===== config.mk =====
export PLATFORM = sky130hd
export DESIGN_NAME = query_param_extract_decode_top_flat
export DESIGN_NICKNAME = d
export VERILOG_FILES = /design/src/rtl/qpx_pkg.sv /design/src/rtl/qpx_if.sv /design/src/rtl/query_param_extract_decode_top.sv /design/src/flat_wrapper.sv
export SDC_FILE = /design/constraint.sdc
export NUM_CORES = 1
export LEC_CHECK = 0
export BUFFER_PORTS_ARGS = -buffer_cell sky130_fd_sc_hd__buf_2
export CAP_MARGIN = 5
export CORE_MARGIN = 2
export CORE_UTILIZATION = 56
export DETAILED_ROUTE_END_ITERATION = 8
export PLACE_DENSITY = 0.78
export SLEW_MARGIN = 10
export SYNTH_ARGS = -nofsm -noshare
export SYNTH_HDL_FRONTEND = slang
export SYNTH_SLANG_ARGS = --single-unit

===== constraint.sdc =====
create_clock -name i_clk -period 7.1 [get_ports i_clk]
set_input_delay 0.71 -clock i_clk [delete_from_list [all_inputs] [get_ports i_clk]]
set_output_delay 0.71 -clock i_clk [all_outputs]
set_load 0.02 [all_outputs]

===== src/rtl/qpx_pkg.sv =====
// ----------------------------------------------------------------------------
// qpx_pkg
// Shared types, constants and helpers for the query parameter extractor.
// ----------------------------------------------------------------------------
package qpx_pkg;

    // Raw value length limit and derived counter width
    localparam int MAX_RAW = 2047;
    localparam int RAW_W   = $clog2(MAX_RAW + 1);
    localparam int MAX_KEY = 8;

    // Register widths
    localparam int KEY_W  = 64;
    localparam int KLEN_W = 4;
    localparam int CAP_W  = 11;
    localparam int CIDX_W = 2;

    // Register indexes
    localparam logic [CIDX_W-1:0] REG_KEY_BYTES    = 2'd0;
    localparam logic [CIDX_W-1:0] REG_KEY_LENGTH   = 2'd1;
    localparam logic [CIDX_W-1:0] REG_OUT_CAPACITY = 2'd2;

    // Reset values of the registers
    localparam logic [KLEN_W-1:0] KLEN_RST = 4'd1;
    localparam logic [CAP_W-1:0]  CAP_RST  = 11'd2047;

    // Characters
    localparam logic [7:0] CH_QMARK = 8'h3F;
    localparam logic [7:0] CH_AMP   = 8'h26;
    localparam logic [7:0] CH_EQ    = 8'h3D;
    localparam logic [7:0] CH_PCT   = 8'h25;
    localparam logic [7:0] CH_PLUS  = 8'h2B;
    localparam logic [7:0] CH_SPACE = 8'h20;

    // Output queue depth (one step adds at most three beats)
    localparam int QDEPTH = 4;
    localparam int QCNT_W = 3;

    // Scan phase, one-hot
    typedef enum logic [4:0] {
        PH_SEEK     = 5'b00001,
        PH_MATCH    = 5'b00010,
        PH_SKIP     = 5'b00100,
        PH_VALUE    = 5'b01000,
        PH_FINISHED = 5'b10000
    } t_phase;

    // Escape progress
    typedef enum logic [1:0] {
        ESC_NONE  = 2'd0,
        ESC_PCT   = 2'd1,
        ESC_DIGIT = 2'd2
    } t_esc;

    // One result beat
    typedef struct packed {
        logic [7:0] value_byte;
        logic       is_done;
        logic       found;
    } t_result;

    // Hex digit decode: {valid, nibble}
    function automatic logic [4:0] hex_of(input logic [7:0] c);
        logic [4:0] r;
        r = 5'd0;
        if (c >= 8'h30 && c <= 8'h39) begin
            r = {1'b1, 4'(c - 8'h30)};
        end else if (c >= 8'h61 && c <= 8'h66) begin
            r = {1'b1, 4'(c - 8'h57)};
        end else if (c >= 8'h41 && c <= 8'h46) begin
            r = {1'b1, 4'(c - 8'h37)};
        end
        return r;
    endfunction

endpackage


===== src/rtl/qpx_if.sv =====
// ----------------------------------------------------------------------------
// qpx_if
// Valid/ready channels: path input, decoded output, register writes.
// ----------------------------------------------------------------------------
interface qpx_in_if;
    logic       valid;
    logic       ready;
    logic [7:0] path_byte;
    logic       path_last;

    modport source (output valid, output path_byte, output path_last, input ready);
    modport sink   (input valid, input path_byte, input path_last, output ready);
endinterface

interface qpx_out_if;
    logic       valid;
    logic       ready;
    logic [7:0] value_byte;
    logic       is_done;
    logic       found;

    modport source (output valid, output value_byte, output is_done, output found,
                    input ready);
    modport sink   (input valid, input value_byte, input is_done, input found,
                    output ready);
endinterface

interface qpx_cfg_if;
    logic                             valid;
    logic                             ready;
    logic [qpx_pkg::CIDX_W-1:0]       reg_index;
    logic [qpx_pkg::KEY_W-1:0]        wr_data;

    modport source (output valid, output reg_index, output wr_data, input ready);
    modport sink   (input valid, input reg_index, input wr_data, output ready);
endinterface


===== src/rtl/query_param_extract_decode_top.sv =====
// ----------------------------------------------------------------------------
// query_param_extract_decode_top
// Finds a key in the query part of a path and streams its percent-decoded
// value, closing each path with one done beat.
// ----------------------------------------------------------------------------
//  Channel | Dir | Payload                              | Beat accepted when
//  i_in    | in  | path_byte[7:0], path_last            | valid & ready
//  o_out   | out | value_byte[7:0], is_done, found      | valid & ready
//  i_cfg   | in  | reg_index[1:0], wr_data[63:0]        | valid & ready (always ready)
//
//  Each path beat is decoded in the cycle it is accepted; its 0..3 result
//  beats enter a 4-entry output queue and leave from the following cycle.
//  One path beat per cycle is sustained while o_out.ready holds and each yields
//  at most one result; i_in.ready drops while over one result beat is queued.
//  Synchronous active-low reset returns the scan state, the registers and
//  the queue to their reset values; no clearing pass.
// ----------------------------------------------------------------------------
module query_param_extract_decode_top (
    input  logic       i_clk,
    input  logic       i_rst_n,
    qpx_in_if.sink     i_in,
    qpx_out_if.source  o_out,
    qpx_cfg_if.sink    i_cfg
);

    // Configuration registers
    logic [qpx_pkg::KEY_W-1:0]  r_key;
    logic [qpx_pkg::KLEN_W-1:0] r_klen;
    logic [qpx_pkg::CAP_W-1:0]  r_cap;

    // Scan state
    qpx_pkg::t_phase            r_phase, n_phase;
    logic [qpx_pkg::KLEN_W-1:0] r_kpos, n_kpos;
    qpx_pkg::t_esc              r_esc, n_esc;
    logic [7:0]                 r_held, n_held;
    logic [qpx_pkg::RAW_W-1:0]  r_raw, n_raw;
    logic [qpx_pkg::CAP_W-1:0]  r_emit, n_emit;

    // Output queue
    qpx_pkg::t_result           r_q [qpx_pkg::QDEPTH];
    qpx_pkg::t_result           n_q [qpx_pkg::QDEPTH];
    logic [qpx_pkg::QCNT_W-1:0] r_count, n_count;

    // Step signals
    logic                       in_fire;
    logic                       out_fire;
    logic [7:0]                 c;
    logic                       last;
    logic [qpx_pkg::KLEN_W-1:0] klen;
    logic [7:0]                 key_ch;
    logic [4:0]                 hx_c;
    logic [4:0]                 hx_held;
    logic [7:0]                 req [4];
    logic [2:0]                 nreq;
    logic                       feed_en;
    logic                       fresh;
    logic                       flush_end;
    logic                       do_flush;
    logic [qpx_pkg::CAP_W-1:0]  cap_left;
    logic [1:0]                 k;
    logic [1:0]                 lim;
    logic [1:0]                 m;
    logic                       found;
    qpx_pkg::t_result           items [3];
    logic [qpx_pkg::QCNT_W-1:0] base;

    assign in_fire  = i_in.valid && i_in.ready;
    assign out_fire = o_out.valid && o_out.ready;
    assign c        = i_in.path_byte;
    assign last     = i_in.path_last;

    assign i_in.ready  = (r_count <= 3'd1);
    assign i_cfg.ready = 1'b1;

    // Clamp key length, pick the key character under test
    assign klen    = (r_klen > 4'(qpx_pkg::MAX_KEY)) ? 4'(qpx_pkg::MAX_KEY) : r_klen;
    assign key_ch  = r_key[{r_kpos[2:0], 3'b000} +: 8];
    assign hx_c    = qpx_pkg::hex_of(c);
    assign hx_held = qpx_pkg::hex_of(r_held);

    // Per-beat decode: next state and requested value bytes
    always_comb begin
        n_phase   = r_phase;
        n_kpos    = r_kpos;
        n_esc     = r_esc;
        n_held    = r_held;
        n_raw     = r_raw;
        req[0]    = 8'd0;
        req[1]    = 8'd0;
        req[2]    = 8'd0;
        req[3]    = 8'd0;
        nreq      = 3'd0;
        feed_en   = 1'b0;
        fresh     = 1'b0;
        flush_end = 1'b0;

        // Phase walk
        case (r_phase)
            qpx_pkg::PH_SEEK: begin
                if (c == qpx_pkg::CH_QMARK) begin
                    n_phase = qpx_pkg::PH_MATCH;
                    n_kpos  = '0;
                end
            end
            qpx_pkg::PH_MATCH: begin
                if (c == qpx_pkg::CH_AMP) begin
                    n_kpos = '0;
                end else if (r_kpos < klen) begin
                    if (c == key_ch) begin
                        n_kpos = r_kpos + 4'd1;
                    end else begin
                        n_phase = qpx_pkg::PH_SKIP;
                    end
                end else begin
                    n_phase = (c == qpx_pkg::CH_EQ) ? qpx_pkg::PH_VALUE : qpx_pkg::PH_SKIP;
                end
            end
            qpx_pkg::PH_SKIP: begin
                if (c == qpx_pkg::CH_AMP) begin
                    n_phase = qpx_pkg::PH_MATCH;
                    n_kpos  = '0;
                end
            end
            qpx_pkg::PH_VALUE: begin
                if (c == qpx_pkg::CH_AMP) begin
                    flush_end = 1'b1;
                    n_phase   = qpx_pkg::PH_FINISHED;
                end else if (r_raw < qpx_pkg::RAW_W'(qpx_pkg::MAX_RAW)) begin
                    n_raw   = r_raw + 1'b1;
                    feed_en = 1'b1;
                    if (n_raw >= qpx_pkg::RAW_W'(qpx_pkg::MAX_RAW)) begin
                        flush_end = 1'b1;
                        n_phase   = qpx_pkg::PH_FINISHED;
                    end
                end else begin
                    flush_end = 1'b1;
                    n_phase   = qpx_pkg::PH_FINISHED;
                end
            end
            default: begin
            end
        endcase

        // Escape decoder
        if (feed_en) begin
            case (r_esc)
                qpx_pkg::ESC_NONE: begin
                    fresh = 1'b1;
                end
                qpx_pkg::ESC_PCT: begin
                    if (hx_c[4]) begin
                        n_held = c;
                        n_esc  = qpx_pkg::ESC_DIGIT;
                    end else begin
                        req[nreq[1:0]] = qpx_pkg::CH_PCT;
                        nreq           = nreq + 3'd1;
                        n_esc          = qpx_pkg::ESC_NONE;
                        fresh          = 1'b1;
                    end
                end
                qpx_pkg::ESC_DIGIT: begin
                    if (hx_c[4]) begin
                        req[nreq[1:0]] = {(hx_held[4] ? hx_held[3:0] : 4'd0), hx_c[3:0]};
                        nreq           = nreq + 3'd1;
                        n_esc          = qpx_pkg::ESC_NONE;
                    end else begin
                        req[nreq[1:0]] = qpx_pkg::CH_PCT;
                        nreq           = nreq + 3'd1;
                        req[nreq[1:0]] = r_held;
                        nreq           = nreq + 3'd1;
                        n_esc          = qpx_pkg::ESC_NONE;
                        fresh          = 1'b1;
                    end
                end
                default: begin
                end
            endcase
        end

        // Plain character after any escape handling
        if (fresh) begin
            if (c == qpx_pkg::CH_PCT) begin
                n_esc = qpx_pkg::ESC_PCT;
            end else begin
                req[nreq[1:0]] = (c == qpx_pkg::CH_PLUS) ? qpx_pkg::CH_SPACE : c;
                nreq           = nreq + 3'd1;
            end
        end

        // Pending escape goes out literally when the value ends
        do_flush = flush_end || (last && n_phase == qpx_pkg::PH_VALUE);
        if (do_flush) begin
            if (n_esc == qpx_pkg::ESC_PCT) begin
                req[nreq[1:0]] = qpx_pkg::CH_PCT;
                nreq           = nreq + 3'd1;
            end else if (n_esc == qpx_pkg::ESC_DIGIT) begin
                req[nreq[1:0]] = qpx_pkg::CH_PCT;
                nreq           = nreq + 3'd1;
                req[nreq[1:0]] = n_held;
                nreq           = nreq + 3'd1;
            end
            n_esc = qpx_pkg::ESC_NONE;
        end
    end

    // Beats actually sent: limited by step limit and remaining capacity
    always_comb begin
        cap_left = (r_cap > r_emit) ? (r_cap - r_emit) : '0;
        lim      = last ? 2'd2 : 2'd3;
        k        = (nreq > 3'(lim)) ? lim : nreq[1:0];
        if (cap_left < qpx_pkg::CAP_W'(k)) begin
            k = cap_left[1:0];
        end
        n_emit = r_emit + qpx_pkg::CAP_W'(k);
        m      = k + 2'(last);
        found  = (n_phase == qpx_pkg::PH_VALUE) || (n_phase == qpx_pkg::PH_FINISHED);
        for (int j = 0; j < 3; j++) begin
            if (2'(j) < k) begin
                items[j] = '{value_byte: req[j], is_done: 1'b0, found: 1'b0};
            end else begin
                items[j] = '{value_byte: 8'd0, is_done: 1'b1, found: found};
            end
        end
    end

    // Output queue: shift out on a taken beat, append new beats behind
    always_comb begin
        base = r_count - 3'(out_fire);
        for (int i = 0; i < qpx_pkg::QDEPTH; i++) begin
            if (out_fire && i < qpx_pkg::QDEPTH - 1) begin
                n_q[i] = r_q[i + 1];
            end else begin
                n_q[i] = r_q[i];
            end
        end
        n_count = base;
        if (in_fire) begin
            for (int j = 0; j < 3; j++) begin
                if (2'(j) < m) begin
                    n_q[base[1:0] + 2'(j)] = items[j];
                end
            end
            n_count = base + 3'(m);
        end
    end

    assign o_out.valid      = (r_count != '0);
    assign o_out.value_byte = r_q[0].value_byte;
    assign o_out.is_done    = r_q[0].is_done;
    assign o_out.found      = r_q[0].found;

    // Configuration writes
    always_ff @(posedge i_clk) begin
        if (!i_rst_n) begin
            r_key  <= '0;
            r_klen <= qpx_pkg::KLEN_RST;
            r_cap  <= qpx_pkg::CAP_RST;
        end else if (i_cfg.valid && i_cfg.ready) begin
            case (i_cfg.reg_index)
                qpx_pkg::REG_KEY_BYTES:    r_key  <= i_cfg.wr_data;
                qpx_pkg::REG_KEY_LENGTH:   r_klen <= i_cfg.wr_data[qpx_pkg::KLEN_W-1:0];
                qpx_pkg::REG_OUT_CAPACITY: r_cap  <= i_cfg.wr_data[qpx_pkg::CAP_W-1:0];
                default: begin
                end
            endcase
        end
    end

    // Scan state; a last beat returns the path state to reset
    always_ff @(posedge i_clk) begin
        if (!i_rst_n) begin
            r_phase <= qpx_pkg::PH_SEEK;
            r_kpos  <= '0;
            r_esc   <= qpx_pkg::ESC_NONE;
            r_held  <= '0;
            r_raw   <= '0;
            r_emit  <= '0;
        end else if (in_fire) begin
            if (last) begin
                r_phase <= qpx_pkg::PH_SEEK;
                r_kpos  <= '0;
                r_esc   <= qpx_pkg::ESC_NONE;
                r_held  <= '0;
                r_raw   <= '0;
                r_emit  <= '0;
            end else begin
                r_phase <= n_phase;
                r_kpos  <= n_kpos;
                r_esc   <= n_esc;
                r_held  <= n_held;
                r_raw   <= n_raw;
                r_emit  <= n_emit;
            end
        end
    end

    // Queue count and payload
    always_ff @(posedge i_clk) begin
        if (!i_rst_n) begin
            r_count <= '0;
        end else begin
            r_count <= n_count;
        end
    end

    always_ff @(posedge i_clk) begin
        r_q <= n_q;
    end

endmodule


===== src/flat_wrapper.sv =====
// flat-port wrapper written by rule: the top's interface ports become plain ports
module query_param_extract_decode_top_flat 
  (i_clk, i_rst_n, i_in_valid, i_in_path_byte, i_in_path_last, i_in_ready, o_out_valid, o_out_value_byte, o_out_is_done, o_out_found, o_out_ready, i_cfg_valid, i_cfg_reg_index, i_cfg_wr_data, i_cfg_ready);
  qpx_in_if i_in_i ();
  qpx_out_if o_out_i ();
  qpx_cfg_if i_cfg_i ();
  input  logic i_clk;
  input  logic i_rst_n;
  input wire logic [$bits(i_in_i.valid)-1:0] i_in_valid;
  input wire logic [$bits(i_in_i.path_byte)-1:0] i_in_path_byte;
  input wire logic [$bits(i_in_i.path_last)-1:0] i_in_path_last;
  output wire logic [$bits(i_in_i.ready)-1:0] i_in_ready;
  output wire logic [$bits(o_out_i.valid)-1:0] o_out_valid;
  output wire logic [$bits(o_out_i.value_byte)-1:0] o_out_value_byte;
  output wire logic [$bits(o_out_i.is_done)-1:0] o_out_is_done;
  output wire logic [$bits(o_out_i.found)-1:0] o_out_found;
  input wire logic [$bits(o_out_i.ready)-1:0] o_out_ready;
  input wire logic [$bits(i_cfg_i.valid)-1:0] i_cfg_valid;
  input wire logic [$bits(i_cfg_i.reg_index)-1:0] i_cfg_reg_index;
  input wire logic [$bits(i_cfg_i.wr_data)-1:0] i_cfg_wr_data;
  output wire logic [$bits(i_cfg_i.ready)-1:0] i_cfg_ready;
  assign i_in_i.valid = i_in_valid;
  assign i_in_i.path_byte = i_in_path_byte;
  assign i_in_i.path_last = i_in_path_last;
  assign i_in_ready = i_in_i.ready;
  assign o_out_valid = o_out_i.valid;
  assign o_out_value_byte = o_out_i.value_byte;
  assign o_out_is_done = o_out_i.is_done;
  assign o_out_found = o_out_i.found;
  assign o_out_i.ready = o_out_ready;
  assign i_cfg_i.valid = i_cfg_valid;
  assign i_cfg_i.reg_index = i_cfg_reg_index;
  assign i_cfg_i.wr_data = i_cfg_wr_data;
  assign i_cfg_ready = i_cfg_i.ready;
  query_param_extract_decode_top u_core (.i_clk(i_clk), .i_rst_n(i_rst_n), .i_in(i_in_i), .o_out(o_out_i), .i_cfg(i_cfg_i));
endmodule

* Word-level counts from Yosys, hierarchy flattened
Index checks and enable logic that the tools add are counted.
Widths: inputs -> output; s select.
** Storage, ports and cells
- Bits in read-only memories :: 0
- Logic and storage cells :: 247
- Input port bits :: 80
- Latch bits :: 0
- Memories kept :: 0
- Bits in registers :: 163
- Output and inout port bits :: 13
- Memory bits (writable) :: 0
** Cells by class
- Order comparisons :: 38
- Muxes and demuxes :: 107
- Add/subtract/negate cells :: 18
- Reduce and logical (&&, ||, !) cells :: 29
- Eq/ne operators :: 23
- Div/mod/pow operators :: 0
- Bitwise gates (word level) :: 9
- Multiply operators :: 0
- Shift-type cells :: 1
** Operator list (count)
- $mux 40 :: 6
- $mux 32 :: 5
- $bwmux 40 :: 3
- $mux 10 :: 9
- $mux 8 :: 11
- $mux 5 :: 15
- $mux 11 :: 6
- $bwmux 32 :: 2
- $shiftx 64x7->8 :: 1
- $demux 10 s2 :: 3
- $demux 8 s2 :: 3
- $eq 8x6->1 const B :: 5
- $mux 4 :: 9
- $ge 8x7->1 const B :: 4
- $le 8x7->1 const B :: 4
- $mux 3 :: 7
- $and 20x20->20 :: 1
- $not 20->20 :: 1
- $pmux 5 s4 :: 1
- $ge 3x3->1 const B :: 6
- $lt 3x1->1 const B :: 6
- $mux 2 :: 9
- $not 2->3 :: 6
- $ge 8x6->1 const B :: 2
- 53 further kinds :: 100

* Longest topological paths before layout
Gate-level depths: netlist of run 1.
- Word-level depth :: 32
- Mapped depth :: 36
- Gate-level depth less buffers :: 33

* Worst setup path after synthesis of run 1
OpenSTA, ideal clock, no wires.
- Path type :: input -> register
- From :: input i_in_path_byte[0]
- To :: register u_core.r_q[1] (netlist bit), data pin
- Required time :: 6.839 ns
- Library setup time :: 0.261 ns
- Cell stages on the path :: 34
- Data arrival time :: 7.487 ns
- Buffers on the path :: 2
- Path slack :: -0.647 ns
- Cells stage by stage :: clkbuf_1 inv_1 ha_1 o21ba_2 o21ai_0 o21ai_0 mux2i_1 nor2_1 inv_1 ha_1 mux2i_1 ha_1 inv_1 o22ai_1 nand2_1 and4_1 nor2_1 inv_1 ha_1 a221oi_1 nand2_1 nor4b_1 nand4_1 a22oi_1 o21a_1 ha_1 clkbuf_1 inv_1 a21oi_1 o211a_2 nor2_8 nor3_2 a22oi_1 o32a_1
** Between the ends
- Longest elaborated chain between the ends :: 30
- Elaborated cells on any way between the ends :: 76
- Those cells by class :: 4 x add/sub; 14 x order compare; 8 x eq/ne; 45 x mux; 5 x reduce/logical
** Ends and longest elaborated chain
- start, declared :: RTL line flat_wrapper.sv:10 : input wire logic [$bits(i_in_i.path_byte)-1:0] i_in_path_byte;
- $ge 8x7->1 / $le 8x7->1 (equally long branches) :: RTL line qpx_pkg.sv:70 : end else if (c >= 8'h41 && c <= 8'h46) begin
- $logic_and 1x1->1 :: RTL line qpx_pkg.sv:70
- $mux 5 :: RTL line qpx_pkg.sv:70
- $mux 5 :: RTL line qpx_pkg.sv:68 : end else if (c >= 8'h61 && c <= 8'h66) begin
- $mux 5 :: RTL line qpx_pkg.sv:66 : if (c >= 8'h30 && c <= 8'h39) begin
- $mux 2 / $mux 1 (equally long branches) :: RTL line query_param_extract_decode_top.sv:162, query_param_extract_decode_top.sv:151
- $pmux 3 s2 :: RTL line query_param_extract_decode_top.sv:146 : case (r_esc)
- $mux 3 :: RTL line query_param_extract_decode_top.sv:145 : if (feed_en) begin
- [... 6 more ...]
- $mux 3 :: RTL line query_param_extract_decode_top.sv:193 : if (n_esc == qpx_pkg::ESC_PCT) begin
- $mux 3 (*) :: RTL line query_param_extract_decode_top.sv:192 : if (do_flush) begin
- $gt 3x2->1 :: RTL line query_param_extract_decode_top.sv:210 : k = (nreq > 3'(lim)) ? lim : nreq[1:0];
- $mux 2 (*) :: RTL line query_param_extract_decode_top.sv:210
- $lt 11x2->1 :: RTL line query_param_extract_decode_top.sv:211 : if (cap_left < qpx_pkg::CAP_W'(k)) begin
- $mux 2 (*) :: RTL line query_param_extract_decode_top.sv:211
- branches (longest 9 deep; another with $add 2x1->2)
- $mux 40 (*) :: RTL line query_param_extract_decode_top.sv:239 : if (2'(j) < m) begin
- end signal, assigned :: RTL line query_param_extract_decode_top.sv:307 : r_q <= n_q;
- end, declared :: RTL line query_param_extract_decode_top.sv:40 : qpx_pkg::t_result r_q [qpx_pkg::QDEPTH];
Mark *: on every way between the ends. The select of a mux whose other input is x is not followed.
A chain may end at the register's enable or synchronous reset.

==> qor.csv, run 1 <==
metric,value,unit
outcome,completed,
pwr-share-seq,0.349,
netlist_top_cells_area,"dfxtp_1, nand2_1, mux2i_1",
synth_compound_area_frac,0.255,
synthToLayoutAreaGrowth,12.5,%
startpoint_type,flop,
rr_worst_depth,25,
max_cap_violations,0,
intPower,2070,uW
synth_cell_type_count,107,
comb_power_share,0.348,
routabilityCongestion,0.994,
worst_ep_arrival_time,7150,ps
dr.pass1.iters,5,
path_max_fanout,8,
synth_nets,1670,
cts_buffers,17,
synth_top_flop_cell,dfxtp_1,
final_hold_viol_count,0,
synth_area_leader_cell,dfxtp_1,
htree_levels,4,
max_slew_margin,0.294,
path_class,reg -> reg,
grt_usage,0.311,
clk_latency,440,ps
numPortBuffers,91,
layout_commonest_cell,nand2_1,
ant_nets,0,
slew_violations,0,
syn_area_per_cell,7.77,um2
min_period,6810,ps
ios,93,
routedWlPerCell,18.6,um
die_w,150,um
hold_buffers,0,
peakVddDrop,0.168,mV
worst_pin_slew,1050,ps
cts_buffer_depth,2,
synth_fa_ha_area_frac,0.0510,
initial_core_util,0.571,
synth_top_area_frac,0.255,
antenna_cells,0,
ys_ff_latch,163,
clkTransAtPathRegs,80,ps
core_area,21000,um2
required,7440,ps
setup_tns,0,ps
synth_edf_count,10,
synth_xor_area_frac,0.0146,
die_h,150,um
rows,53,
tritoncts,yes,
p_clk_frac,0.303,
wl,35.2,mm
die_area,22600,um2
p_sw_frac,0.381,
gr-total-overflow,0,
yosys.area_share.simple,0.249,
power,3350,uW
hold_class,reg -> reg,
num_vias,12000,
async_flop_share,0,
antenna_found_initial,1,
cts.sinks,163,
clock-root-buffer,clkbuf_16,
muxShareOfSynthArea,0.0909,
hold_depth,2,
synthesis.area,12000,um2
crit_path_end_kind,flop,
drc_errors,0,
grt_first_pass_wirelength,57.0,mm
finalCritPeriodShare,0.959,
synthCells,1544,
grt_max_degree,112,
yosysWarnings,0,
n_fill_cell,1770,
final_nets,1731,
post_drt_via_cell_ratio,6.34,
dp_hpwl,25.3,mm
design_area,13500,um2
synth_top_family_by_area,compound AO/OA/AOI/OAI gates,
grt_pass1_vias,11200,
setup_viol_count_final,0,
fin_skew,19.3,ps
synth_seq_area_share,0.280,
p_leak,0.00522,uW
switchingPower,1280,uW
place_area,12700,um2
fmaxAchievable,147,MHz
drt_iter0_markers,1287,
p_per_area,248,nW/um2
drive_above_1_share,0.166,
layout_common_cells,"nand2_1, dfxtp_1, nor2_1",
-- power groups by stage --
stage / Clock (uW) / Combinational, uW / Sequential (uW)
after floorplan: 0 / 894 / 1150
after global placement: 0 / 1090 / 1180
after detailed placement: 0 / 1120 / 1180
after CTS: 1020 / 1120 / 1160
after global routing: 1040 / 1270 / 1180
final: 1010 / 1170 / 1170
-- per-layer routing --
| layer | track usage | wire (um) |
|---|---|---|
| met1 | 0.420 | 15000 |
| met2 | 0.507 | 16400 |
| met3 | 0.0582 | 2980 |
| met4 | 0.0925 | 781 |
| met5 | 0 | 0 |
-- critical path, cell delays in order, from the launching register on --
cell,delay [ps]
dfxtp_1,460
ha_1,270
nand3_1,290
or4b_1,560
a31oi_1,220
o221ai_1,270
a311o_1,470
o41ai_1,100
nand4b_1,190
xnor2_1,290
ha_1,280
or2_2,310
a41o_1,230
o22ai_2,150
a221oi_4,130
mux2i_1,360
o21a_1,180
ha_1,260
inv_1,150
a21oi_1,150
o211a_2,280
nor2_8,80
buf_4,170
nor3_2,480
a22oi_1,200
o221a_2,160
-- logic make-up after synthesis --
kind of cell	Yosys count
AO/OA/AOI/OAI	431
XOR/XNOR	20
buffers and inverters	166
AND/OR/NAND/NOR	620
other	1
multiplexers	95
adder cells (fa/ha/maj)	48
flip-flops	163
-- flip-flops by register name, indices dropped and copies added (netlist names), 5 cells and up --
register,cells
u_core.o_out.value_byte,8
u_core.r_emit,11
u_core.r_phase,5
u_core.r_cap,11
u_core.r_held,8
u_core.r_key,64
u_core.r_q,30
u_core.r_raw,11
-- through the flow --
stage          hold WS (ps)  instances   util  setup WS, ps
2_1_floorplan           436       1544      -          5.84
3_3_place_gp            447       1857  0.606           212
3_5_place_dp            454       1857  0.606          28.2
4_1_cts                 470       1889  0.637           205
5_1_grt                 489       1893  0.642         -33.0
6_report                466       1893  0.642           289
-- what timing repair did --
| action | CTS | global route |
|---|---|---|
| endpoints found under the setup margin | 0 | 49 |
| buffers inserted | 0 | 4 |
| gates resized for setup | 0 | 17 |
-- path summary, 6_finish.rpt --
| kind | slack, ps | end | start |
|---|---|---|---|
| worst min register to register | 470 | u_core.r_key[14] | u_core.r_key[14] |
| worst min-delay path | 470 | u_core.r_key[14] | u_core.r_key[14] |
| worst max-delay path | 290 | u_core.r_q[13] | u_core.r_raw[0] |
| worst max register to register | 290 | u_core.r_q[13] | u_core.r_raw[0] |
-- cell type report --
type,count,area [um2],share of cell area
inverters,64,243,0.0180
repair buffers,144,853,0.0632
flip-flops and latches,163,3360,0.249
clock inverters,15,225,0.0167
well taps,275,344,0.0255
clock buffers,17,425,0.0315
multi-input cells,1215,8050,0.596
-- cells in the mapped netlist (all sizes together), types with 10 or more instances --
| master | n |
|---|---|
| a211oi | 15 |
| a21boi | 69 |
| a21oi | 79 |
| a221oi | 11 |
| a22oi | 22 |
| a31oi | 30 |
| and2 | 19 |
| and3 | 16 |
| buf | 38 |
| clkbuf | 64 |
| dfxtp | 153 |
| edfxtp | 10 |
| ha | 44 |
| inv | 61 |
| mux2 | 12 |
| mux2i | 73 |
| mux4 | 10 |
| nand2 | 282 |
| nand3 | 55 |
| nand4 | 13 |
| nor2 | 104 |
| nor2b | 24 |
| nor3 | 35 |
| o211ai | 13 |
| o21ai | 74 |
| o221ai | 11 |
| o22ai | 18 |
| o31ai | 12 |
| xnor2 | 10 |
| xor2 | 10 |
Note: power is estimated with default switching activity, not from simulation.
==> inputs of run 2 (changes only) <==
Settings changed: MAX_ROUTING_LAYER from default to met4.
==> run 2 against run 1 <==
Die area stayed put. Combinational power about the same. Cell area shrank 0.12%. Final cell count shrank 0.11%. Critical path depth grew 4. Sequential share of layout area about the same. Sequential power hardly changed. Largest cell class unchanged. Largest power group unchanged. Highest routed layer unchanged.
==> qor.csv, run 2 (synthesized netlist as in run 1, its figures left out) <==
metric,value,unit,change
outcome,completed,,
setup_viol_count_final,0,,unchanged
setup_tns,0,ps,unchanged
dp_hpwl,25.7,mm,+1.6%
max_slew_margin,0.340,,+0.0464
numPortBuffers,91,,unchanged
grt_max_degree,67,,-40%
synthToLayoutAreaGrowth,12.4,%,
post_drt_via_cell_ratio,6.41,,+1.1%
drive_above_1_share,0.169,,+0.00330
clock-root-buffer,clkbuf_16,,
rows,53,,unchanged
cts.sinks,163,,unchanged
drt_iter0_markers,1325,,+3.0%
grt_pass1_vias,11500,,+2.6%
p_sw_frac,0.387,,+0.00537
routedWlPerCell,18.9,um,+1.5%
hold_buffers,0,,unchanged
final_nets,1729,,-0.12%
finalCritPeriodShare,0.952,,-0.00766
comb_power_share,0.353,,+0.005
antenna_cells,0,,unchanged
clk_latency,450,ps,about the same
ant_nets,0,,unchanged
antenna_found_initial,0,,-1
switchingPower,1290,uW,+0.79%
slew_violations,0,,unchanged
largest_register_ffs,64,,unchanged
hold_class,reg -> reg,,
dr.pass1.iters,7,,+2
hold_slack,467,ps,+0.794 ps
startpoint_type,flop,,
path_class,reg -> reg,,
min_period,6760,ps,-54.4 ps
grt_usage,0.326,,+0.0147
num_vias,12100,,+1.0%
worst_pin_slew,989,ps,-65.0 ps
worst_ep_arrival_time,7070,ps,-80 ps
cts_buffers,17,,unchanged
p_clk_frac,0.294,,-0.009
die_w,150,um,unchanged
clkTransAtPathRegs,80,ps,about the same
die_area,22600,um2,unchanged
fmaxAchievable,148,MHz,+0.80%
cp_common_cell,ha_1,,
ios,93,,unchanged
cts_buffer_depth,2,,unchanged
peakVddDrop,0.158,mV,-6.3%
cp_slowest_stage_delay,600,ps,+40 ps
initial_core_util,0.571,,unchanged
routabilityCongestion,1.01,,+1.2%
tritoncts,yes,,
layout_common_cells,"nand2_1, dfxtp_1, nor2_1",,
die_h,150,um,unchanged
cpMaxStageDelayCell,or4_4,,
wl,35.7,mm,+1.4%
grt_first_pass_wirelength,57.4,mm,+0.86%
fin_skew,14.4,ps,-4.91 ps
intPower,2040,uW,-1.5%
drc_errors,0,,unchanged
required,7420,ps,-20 ps
pwr-share-seq,0.353,,+0.004
max_cap_violations,0,,unchanged
path_max_fanout,10,,+2
crit_path_end_kind,flop,,
p_per_area,247,nW/um2,-0.49%
power,3330,uW,-0.61%
htree_levels,4,,unchanged
layout_commonest_cell,nand2_1,,
rsz0062_at_grt,yes,,
final_hold_viol_count,0,,unchanged
largest-register,u_core.r_key,,
top_regs,"u_core.r_key: 64 flops, u_core.r_q: 30 flops",,
gr-total-overflow,0,,unchanged
core_area,21000,um2,unchanged
p_leak,0.00521,uW,-0.33%
## run 2: layout make-up
class                           instances  area (um2)
Clock buffer                           17         425
Fill cell                            1800        7540
Timing Repair Buffer                  142         858
Inverter                               64         241
Sequential cell                       163        3370
Multi-Input combinational cell       1215        8060
Clock inverter                         15         191
Tap cell                              275         344
## run 2: final timing paths
kind	cells past startpoint	slack (ps)	to	from
worst min register to register	2	470	u_core.r_key[49]	u_core.r_key[49]
worst max register to register	29	340	u_core.r_q[20]	u_core.r_raw[4]
worst max-delay path	29	340	u_core.r_q[20]	u_core.r_raw[4]
worst min-delay path	2	470	u_core.r_key[49]	u_core.r_key[49]
## run 2: power by group through the flow
stage,sequential [uW],clock (uW),combinational [uW]
2_1_floorplan,1150,0,894
3_3_place_gp,1180,0,1090
3_5_place_dp,1190,0,1110
4_1_cts,1170,983,1120
5_1_grt,1190,1020,1280
6_report,1170,979,1170
## run 2: worst max-delay path, delay by kind of cell (launching register included)
family / cells / cell delay [ps]
mux: 2 / 550
flops: 1 / 490
buf+inv: 3 / 340
compound gates: 8 / 1390
fa+ha+maj: 4 / 970
simple gates: 12 / 2860
## run 2: stage by stage
stage | utilization | cells | setup WS, ps | instance area (um2)
floorplan | - | 1544 | 5.84 | 12000
global placement | 0.605 | 1855 | 198 | 12700
detailed placement | 0.605 | 1855 | -21.4 | 12700
CTS | 0.635 | 1887 | 154 | 13300
global route | 0.642 | 1891 | -90.8 | 13500
finish | 0.642 | 1891 | 343 | 13500
## run 2: timing repair
| action | 4_1_cts | 5_1_grt |
|---|---|---|
| setup endpoints to repair | 0 | 51 |
| hold endpoints to repair | 0 | 0 |
| resized for setup | 0 | 24 |
| setup buffers | 0 | 4 |
## run 2: routing by layer
layer	wire length [um]	vias to the layer above	global-route usage
li1	-	5714	-
met1	15100	5623	0.424
met3	3340	116	0.0576
met5	0	-	-
met2	16100	669	0.500
met4	1170	0	0.137
